`config.mk`:
```
export PLATFORM = sky130hd
export DESIGN_NAME = multi_key_debounce_events_top
export DESIGN_NICKNAME = d
export VERILOG_FILES = /design/src/design/mkde_pkg.sv /design/src/design/multi_key_debounce_events_top.sv
export SDC_FILE = /design/constraint.sdc
export NUM_CORES = 1
export LEC_CHECK = 0
export BUFFER_PORTS_ARGS = -buffer_cell sky130_fd_sc_hd__buf_4
export CORE_ASPECT_RATIO = 2
export CORE_MARGIN = 8
export CORE_UTILIZATION = 48
export DETAILED_ROUTE_END_ITERATION = 10
export PLACE_DENSITY = 0.71
export SLEW_MARGIN = 40
export SYNTH_ARGS = -nofsm -noshare
export SYNTH_HDL_FRONTEND = slang
export SYNTH_SLANG_ARGS = --single-unit
```
`constraint.sdc`:
```
create_clock -name clk -period 2.91 [get_ports clk]
set_input_delay 0.1455 -clock clk [delete_from_list [all_inputs] [get_ports clk]]
set_output_delay 0.1455 -clock clk [all_outputs]
set_load 0.02 [all_outputs]
```
`src/design/mkde_pkg.sv`:
```
// Shared constants and types for the multi-key debounce event block.
package mkde_pkg;

    // Key count and counter limits
    localparam int NUM_KEYS    = 4;
    localparam int COUNT_LIMIT = 250;
    localparam int MAX_EVENTS  = 4;

    // Field widths
    localparam int CNT_W     = 8;
    localparam int KEY_W     = (NUM_KEYS > 1) ? $clog2(NUM_KEYS) : 1;
    localparam int EVT_CNT_W = $clog2(MAX_EVENTS + 1);
    localparam int CFG_DW    = CNT_W;
    localparam int CFG_IW    = 1;

    // Configuration register indexes
    localparam logic [CFG_IW-1:0] REG_RELEASE_LEVELS = 1'd0;
    localparam logic [CFG_IW-1:0] REG_CONFIRM_COUNT  = 1'd1;

    // Reset values of the configuration registers
    localparam logic [NUM_KEYS-1:0] RELEASE_LEVELS_RST = NUM_KEYS'(14);
    localparam logic [CNT_W-1:0]    CONFIRM_COUNT_RST  = CNT_W'(2);

    // Event codes
    localparam logic EVT_RELEASE = 1'b0;
    localparam logic EVT_PRESS   = 1'b1;

    typedef logic [CNT_W-1:0]    cnt_t;
    typedef logic [NUM_KEYS-1:0] key_mask_t;

endpackage

```
`src/design/multi_key_debounce_events_top.sv`:
```
// Top level of the multi-key debouncer: counters, event queue and output stage.
//
// Usage:
//   Input channel (in_valid/in_ready/pin_levels) carries one scan tick per
//   transaction with the sampled level of every key. On acceptance all key
//   counters update in the same cycle and the confirmed events of the tick are
//   captured in a pending-event register.
//   Output channel (out_valid/out_ready) presents one event per transaction,
//   lowest key first: key_index, key_event (0 release, 1 press) and
//   last_event on the final event of the tick. A tick with no event yields
//   no transaction.
//   The first event of a tick is valid in the cycle after the tick is
//   accepted. The single output register drains one event per cycle while
//   out_ready is high; the next tick is accepted in the same cycle its
//   predecessor's last event is taken, so quiet ticks flow at one per
//   cycle.
//   Configuration: cfg_wr_en writes cfg_data into register cfg_index
//   (0 release levels, 1 confirm count) at once; write only while idle.
//   Reset clears all counters and pending events and loads release levels 14
//   and confirm count 2. When the receiver stalls, the current event holds
//   and no new tick is accepted until the last event of the tick is taken.
module multi_key_debounce_events_top
    import mkde_pkg::*;
(
    input  logic                clk,
    input  logic                rst_n,
    input  logic                cfg_wr_en,
    input  logic [CFG_IW-1:0]   cfg_index,
    input  logic [CFG_DW-1:0]   cfg_data,
    input  logic                in_valid,
    output logic                in_ready,
    input  logic [NUM_KEYS-1:0] pin_levels,
    output logic                out_valid,
    input  logic                out_ready,
    output logic [KEY_W-1:0]    key_index,
    output logic                key_event,
    output logic                last_event
);

    localparam logic [CNT_W:0] LIMIT_EXT = (CNT_W+1)'(COUNT_LIMIT);

    key_mask_t release_levels_reg;
    cnt_t      confirm_count_reg;
    cnt_t      press_cnt_reg [NUM_KEYS];
    cnt_t      rel_cnt_reg   [NUM_KEYS];
    cnt_t      press_cnt_next[NUM_KEYS];
    cnt_t      rel_cnt_next  [NUM_KEYS];
    key_mask_t pend_mask_reg;
    key_mask_t pend_mask_next;
    key_mask_t pend_type_reg;
    key_mask_t pend_type_next;
    key_mask_t fire_mask;
    key_mask_t type_mask;
    logic      in_fire;
    logic      out_fire;

    // Update counters and collect confirmed events for the incoming tick
    always_comb
    begin
        logic [CNT_W:0]     bump;
        logic               hit;
        logic [EVT_CNT_W-1:0] n_evt;
        n_evt = '0;
        fire_mask = '0;
        type_mask = '0;
        for (int k = 0; k < NUM_KEYS; k++)
        begin
            press_cnt_next[k] = press_cnt_reg[k];
            rel_cnt_next[k]   = rel_cnt_reg[k];
            if (pin_levels[k] == release_levels_reg[k])
            begin
                bump = {1'b0, rel_cnt_reg[k]} + 1'b1;
                hit  = (bump == {1'b0, confirm_count_reg});
                rel_cnt_next[k] = (bump >= LIMIT_EXT) ? CNT_W'(COUNT_LIMIT) : bump[CNT_W-1:0];
                if (hit)
                begin
                    press_cnt_next[k] = '0;
                end
                type_mask[k] = EVT_RELEASE;
            end
            else
            begin
                bump = {1'b0, press_cnt_reg[k]} + 1'b1;
                hit  = (bump == {1'b0, confirm_count_reg});
                press_cnt_next[k] = (bump >= LIMIT_EXT) ? CNT_W'(COUNT_LIMIT) : bump[CNT_W-1:0];
                if (hit)
                begin
                    rel_cnt_next[k] = '0;
                end
                type_mask[k] = EVT_PRESS;
            end
            // Drop events beyond the per-tick limit
            if (hit && (n_evt < EVT_CNT_W'(MAX_EVENTS)))
            begin
                fire_mask[k] = 1'b1;
                n_evt = n_evt + 1'b1;
            end
        end
    end

    // Present the lowest pending event
    always_comb
    begin
        key_index = '0;
        for (int k = NUM_KEYS - 1; k >= 0; k--)
        begin
            if (pend_mask_reg[k])
            begin
                key_index = KEY_W'(k);
            end
        end
    end

    assign out_valid  = |pend_mask_reg;
    assign key_event  = pend_type_reg[key_index];
    assign last_event = ((pend_mask_reg & (pend_mask_reg - 1'b1)) == '0);
    assign out_fire   = out_valid && out_ready;
    assign in_ready   = !out_valid || (out_ready && last_event);
    assign in_fire    = in_valid && in_ready;

    // Load a new tick's events or retire the event just taken
    always_comb
    begin
        pend_mask_next = pend_mask_reg;
        pend_type_next = pend_type_reg;
        if (in_fire)
        begin
            pend_mask_next = fire_mask;
            pend_type_next = type_mask;
        end
        else if (out_fire)
        begin
            pend_mask_next = pend_mask_reg & (pend_mask_reg - 1'b1);
        end
    end

    // Hold configuration, counters and pending events
    always_ff @(posedge clk or negedge rst_n)
    begin
        if (!rst_n)
        begin
            release_levels_reg <= RELEASE_LEVELS_RST;
            confirm_count_reg  <= CONFIRM_COUNT_RST;
            pend_mask_reg      <= '0;
            for (int k = 0; k < NUM_KEYS; k++)
            begin
                press_cnt_reg[k] <= '0;
                rel_cnt_reg[k]   <= '0;
            end
        end
        else
        begin
            if (cfg_wr_en)
            begin
                case (cfg_index)
                    REG_RELEASE_LEVELS: release_levels_reg <= cfg_data[NUM_KEYS-1:0];
                    REG_CONFIRM_COUNT:  confirm_count_reg  <= cfg_data;
                    default: ;
                endcase
            end
            pend_mask_reg <= pend_mask_next;
            if (in_fire)
            begin
                for (int k = 0; k < NUM_KEYS; k++)
                begin
                    press_cnt_reg[k] <= press_cnt_next[k];
                    rel_cnt_reg[k]   <= rel_cnt_next[k];
                end
            end
        end
    end

    // Event types need no reset
    always_ff @(posedge clk)
    begin
        pend_type_reg <= pend_type_next;
    end

    // A non-final event taken leaves another event of the same tick behind
    assert property (@(posedge clk) disable iff (!rst_n)
        out_fire && !last_event |=> out_valid)
        else $error("event queue emptied before the last event");

    // Events of one tick come out in rising key order
    assert property (@(posedge clk) disable iff (!rst_n)
        out_fire && !last_event |=> key_index > $past(key_index))
        else $error("events out of key order");

    // A tick is taken only when no event other than the final one is pending
    assert property (@(posedge clk) disable iff (!rst_n)
        in_fire && out_valid |-> out_fire && last_event)
        else $error("tick accepted over pending events");

    // The counters of key 0 never pass the saturation limit
    assert property (@(posedge clk) disable iff (!rst_n)
        in_fire |=> (press_cnt_reg[0] <= CNT_W'(COUNT_LIMIT))
                 && (rel_cnt_reg[0] <= CNT_W'(COUNT_LIMIT)))
        else $error("counter above limit");

endmodule
```
* Word level (Yosys, flattened, before mapping)
Cells that the tools add are included.
Word-level totals: register bits 84, input port bits 18, output and inout bits 6, word-level logic and storage cells 125
Cells by class: add/sub/neg operators 11, $lt $le $gt $ge 12, equality and inequality tests 16, multiplexer cells 47, bitwise operators 2, reduce and logical (&&, ||, !) cells 25
Operator list (count):
- 8-bit two-way mux | 24
- 8-bit by 1-bit adder with 9-bit output (second input constant) | 8
- 9-bit by 8-bit equality test with 1-bit output | 8
- 9-bit by 8-bit >= comparator with 1-bit output (second input constant) | 8
- 2-bit AND reduction | 10
- 1-bit two-way mux | 14
- 2-bit nonzero test | 5
- 3-bit < comparator (second input constant) | 3
- 2-bit two-way mux | 4
- 4-bit two-way mux | 2
- 2-bit by 1-bit inequality test with 1-bit output (second input constant) | 4
- 3-bit by 1-bit adder with 3-bit output (second input constant) | 2
- 1-bit logical AND | 6
- 3-bit two-way mux | 2
- 4-bit AND | 1
- 1-bit equality test | 4
- 4-bit logical NOT | 1
- 4-bit OR reduction | 1
- 4-bit by 1-bit subtractor with 4-bit output (second input constant) | 1
- 2-bit by 3-bit < comparator with 1-bit output (second input constant) | 1
- 1-bit binary-select mux with 2-bit select | 1
- 1-bit logical NOT | 1
- 1-bit logical OR | 1
- 1-bit NOT | 1

* Depth between registers and ports, before layout
depth after elaboration 14, gate-level depth with buffers 14, gate-level depth less buffers 13

* Worst setup path after synthesis
OpenSTA, ideal clock, no wires.
kind register -> register, start register rel_cnt_reg[24] in the netlist's numbering, end register pend_mask_reg[3], arrival 2.711 ns, required time 2.828 ns, path slack 0.117 ns, stages on the path, launching flop included 13, buffers on the path 1, cell sequence dfrtp_1 ha_1 buf_4 nand3_4 or3_1 and3_1 or4_4 or2_1 o21ai_0 ha_1 nand3_1 a21oi_1 a31oi_1
Between the ends: cells in the longest elaborated chain, start to end 14, elaborated cells between the ends (all ways) 16, classes of those cells add/sub: 3; order compare: 3; eq/ne: 1; mux: 6; reduce/logical: 3
Ends and longest elaborated chain:
- start, declared | line multi_key_debounce_events_top.sv:45 | cnt_t rel_cnt_reg [NUM_KEYS];
- start signal, assigned by index | line multi_key_debounce_events_top.sv:167 | rel_cnt_reg[k] <= rel_cnt_next[k];
- 8-bit by 1-bit adder with 9-bit output * | line multi_key_debounce_events_top.sv:72 | bump = {1'b0, rel_cnt_reg[k]} + 1'b1;
- 9-bit by 8-bit equality test with 1-bit output * | line multi_key_debounce_events_top.sv:73 | hit = (bump == {1'b0, confirm_count_reg});
- 1-bit two-way mux * | line multi_key_debounce_events_top.sv:70 | if (pin_levels[k] == release_levels_reg[k])
- 1-bit two-way mux * | line multi_key_debounce_events_top.sv:93 | if (hit && (n_evt < EVT_CNT_W'(MAX_EVENTS)))
- 3-bit < comparator | line multi_key_debounce_events_top.sv:93
- 1-bit logical AND | line multi_key_debounce_events_top.sv:93
- 3-bit two-way mux * | line multi_key_debounce_events_top.sv:93
- 3-bit < comparator | line multi_key_debounce_events_top.sv:93
- 1-bit logical AND | line multi_key_debounce_events_top.sv:93
- 3-bit two-way mux * | line multi_key_debounce_events_top.sv:93
- 3-bit < comparator * | line multi_key_debounce_events_top.sv:93
- 1-bit logical AND * | line multi_key_debounce_events_top.sv:93
- 1-bit two-way mux * | line multi_key_debounce_events_top.sv:93
- 4-bit two-way mux * | line multi_key_debounce_events_top.sv:126 | if (in_fire)
- end signal, assigned | line multi_key_debounce_events_top.sv:161 | pend_mask_reg <= pend_mask_next;
- end, declared | line multi_key_debounce_events_top.sv:48 | key_mask_t pend_mask_reg;
Mark *: on every way between the ends. The rest lies on a longest branch, timed or not. A chain may end at the register's enable or synchronous reset.

* Worst setup path after layout
Same ends and word-level chain as after synthesis.

==> reports/qor.csv <==
stage;metric;value;unit
die;Starting Density;48.4;%
layout;Filler Cells Inserted;1299;
cts;clock slew at reported path FFs;60;ps
critical_path;Worst R2R Path Depth;11;
timing;RSZ-0062 raised after global routing;yes;
critical_path;RR Endpoint;pend_mask_reg[3];
synthesis;Synth Cell Area;7060;um2
detailed_routing;drt drc;0;
timing;Slew HR;53.4;%
global_routing;largest net degree at the start of global routing;51;
job;MaxCap Viol Count;0;
cts;CTS root buffer;clkbuf_16;
synthesis;#FFs+latches synth;84;
critical_path;r2r startpoint;rel_cnt_reg[24];
min_path;Hold/Removal Path Class;in2reg;
synthesis;top_reg_cell synth;dfrtp_1;
die;Die Span X;102;um
detailed_routing;routed vias;6791;
detailed_routing;DR vias/cell;6.23;
critical_path;Setup CP Type;reg2reg;
global_routing;vias in the first global route;6525;
critical_path;CP Launch Type;flop;
critical_path;CP max stage cell;or4_4;
global_routing;total congestion overflow;0;
layout;commonest non-fill, non-tap cell in the layout;buf_4;
timing;Final min period;2780;ps
timing;f_max;359;MHz
synthesis;share of the synthesized area in the top cell type;26.9;%
synthesis;Synth cell types;84;
cts;maximum clock path buffer count;2;
place;IO Port Bufs;23;
outcome;outcome;finished clean;
global_routing;met1 Track Usage GR;27.0;%
critical_path;Worst Setup EP;pend_mask_reg[3];
die;# rows;63;
die;Die Y;188;um
critical_path;Register-to-Register Setup Slack;130;ps
synthesis;Syn Area/Cell;8.18;um2
synthesis;cell taking the most area after synthesis;dfrtp_1;
critical_path;CP arrival;3050;ps
global_routing;initial antenna violation count;0;
synthesis;sequential share of the synthesized area;30.1;%
power_and_ir_drop;total power;6350;uW
timing;fin. max-slew vios;0;
power_and_ir_drop;VDD IR max;472;uV
cts;Num Clock Sinks;84;
die;Top Ports;24;
synthesis;Post-synth EDFFs;4;
global_routing;Top Usage Layer GRT;met2;
detailed_routing;antenna viol nets, final;0;
timing;final worst setup slack;126;ps
cts;cts bufs inserted;9;
synthesis;syn nets;899;
detailed_routing;drt initial violations;536;
critical_path;CP max FO;7;
detailed_routing;1st-pass router iterations;5;
place;detailed placement HPWL;14.0;mm
synthesis;Synth area leaders;dfrtp_1 (27%), xnor2_1 (6.2%), o21ai_0 (4.2%), nand2_1 (3.7%), xor2_1 (3.3%);
critical_path;WP data required;3180;ps
place;dpl ws;95.3;ps
synthesis;Synth async-reset ratio;95.2;%
critical_path;Crit. End Element;flop;
layout;layout cells sized above 1;14.9;%
power_and_ir_drop;pwr dens;795;nW/um2
critical_path;worst setup path startpoint;rel_cnt_reg[24];
timing;final hold vios;0;
global_routing;first-pass GRT wire length;32.5;mm
timing;Setup Viol. Count Final;0;
synthesis;Mapped Cells;864;
cts;CTS tree;done;
critical_path;cell-by-cell trace of the critical path;ha_2, nand3_4, or3_1, and3_1, or4_4, or2_1, o21ai_1, ha_1, nand3_1, a21oi_1, a31oi_1;
global_routing;Overall Global Routing Usage;20.9;%
cts;htree depth;3;
critical_path;CP max stage delay;480;ps
timing;fin crit share;95.7;%
layout;Syn-to-layout area delta;13.0;%
global_routing;met3 Use GR;3.49;%
cts;clock latency at the later pin of the worst-skew pair;350;ps
die;core area;14600;um2
timing;Worst Tran Pin Value;699;ps
layout;ant diodes;0;
global_routing;GR met2 Demand/Resource;33.5;%
detailed_routing;wirelength, routed;19.3;mm
layout;most frequent cells in the layout;buf_4 (81), dfrtp_1 (76), nand2_1 (70), o21ai_0 (58), nor2_1 (52);
timing;Fin Clk Skew;11.7;ps
layout;final net count;925;
detailed_routing;WL per Instance;17.7;um
power_and_ir_drop;Pleak;0.00323;uW
synthesis;Yosys Warn Count;0;
place;final RePlAce weighted congestion;0.919;
die;Die ar.;19100;um2
layout;Layout Utilization;54.7;%
-- worst min path at each step --
stage / start / to / depth (start not counted)
6_report: cfg_data[4] / confirm_count_reg[4] / 2
5_1_grt: cfg_data[4] / confirm_count_reg[4] / 2
4_1_cts: cfg_data[4] / confirm_count_reg[4] / 2
3_5_place_dp: rst_n / press_cnt_reg[1] / 1
3_3_place_gp: rst_n / press_cnt_reg[1] / 1
2_1_floorplan: rst_n / confirm_count_reg[0] / 0
-- timing repair --
action,in CTS,in global routing
setup endpoints to repair,0,8
gates resized for setup,0,6
hold buffers,1,0
setup buffers,0,2
endpoints found under the hold margin,47,0
-- per-stage QoR --
stage	area, um2	setup TNS, ps	hold WS [ps]	instances
5_1_grt	7980	-24.9	39.0	1090
3_3_place_gp	7610	0	220	1071
4_1_cts	7940	0	23.9	1088
2_1_floorplan	7060	0	-150	864
3_5_place_dp	7610	0	226	1071
6_report	7980	0	28.8	1090
-- power by group --
part | internal [uW] | switching, uW
clock | 758 | 486
sequential | 1490 | 584
combinational | 1420 | 1610
total | 3670 | 2680
-- routing by layer --
layer | part of all wire (%) | wire length, um
met5 | 0 | 0
met4 | 3.1 | 591
met3 | 5.4 | 1040
met1 | 43 | 8260
met2 | 49 | 9390
-- final cells by class --
type / count / area, um2 / area share [%]
Clock buffer: 13 / 280 / 3.51
Clock inverter: 3 / 42.5 / 0.533
Inverter: 31 / 116 / 1.46
Multi-Input combinational cell: 682 / 4550 / 57.0
Sequential cell: 84 / 2130 / 26.7
Tap cell: 195 / 244 / 3.06
Timing Repair Buffer: 82 / 618 / 7.75
-- critical path: cells and delay by family, from the launching register on --
kind / cells / cell delay, ps
simple gates: 6 / 1490
fa+ha+maj: 2 / 480
compound gates: 3 / 320
flops: 1 / 420
-- synthesized netlist by cell type, types with 6 or more instances --
library cell  instances
o31ai_1               8
nor4_1                9
xnor2_1              50
nand4_1              19
a22oi_1               7
ha_1                 17
nand2_1              70
and3_1               11
nand4b_1              6
o211ai_1             12
mux2_2               12
a32o_1               10
nor3_1               29
nor2b_1              14
nand3_1              45
a21oi_1              38
mux2i_1               7
a211oi_1              8
nand2b_1             14
buf_2                20
a21o_1               14
clkbuf_1             43
xor2_1               27
and2_1               10
a31oi_1              13
a211o_1               6
dfrtp_1              76
a22o_1                8
or3_1                15
o21ai_0              59
inv_1                28
nor2_1               52
-- cells by family (layout without fill, tap and decap cells) --
| kind of cell | after synthesis | after routing | synth area share [%] |
|---|---|---|---|
| and+or+nand+nor | 331 | 331 | 25.1 |
| xor gates and xnor gates | 78 | 78 | 9.87 |
| buffers and inverters | 98 | 129 | 5.77 |
| adders and majority gates | 19 | 19 | 3.29 |
| AOI/OAI and AO/OA | 234 | 234 | 22.6 |
| muxes | 20 | 20 | 3.22 |
| DFF | 84 | 84 | 30.1 |
Note: power is estimated with default switching activity, not from simulation.
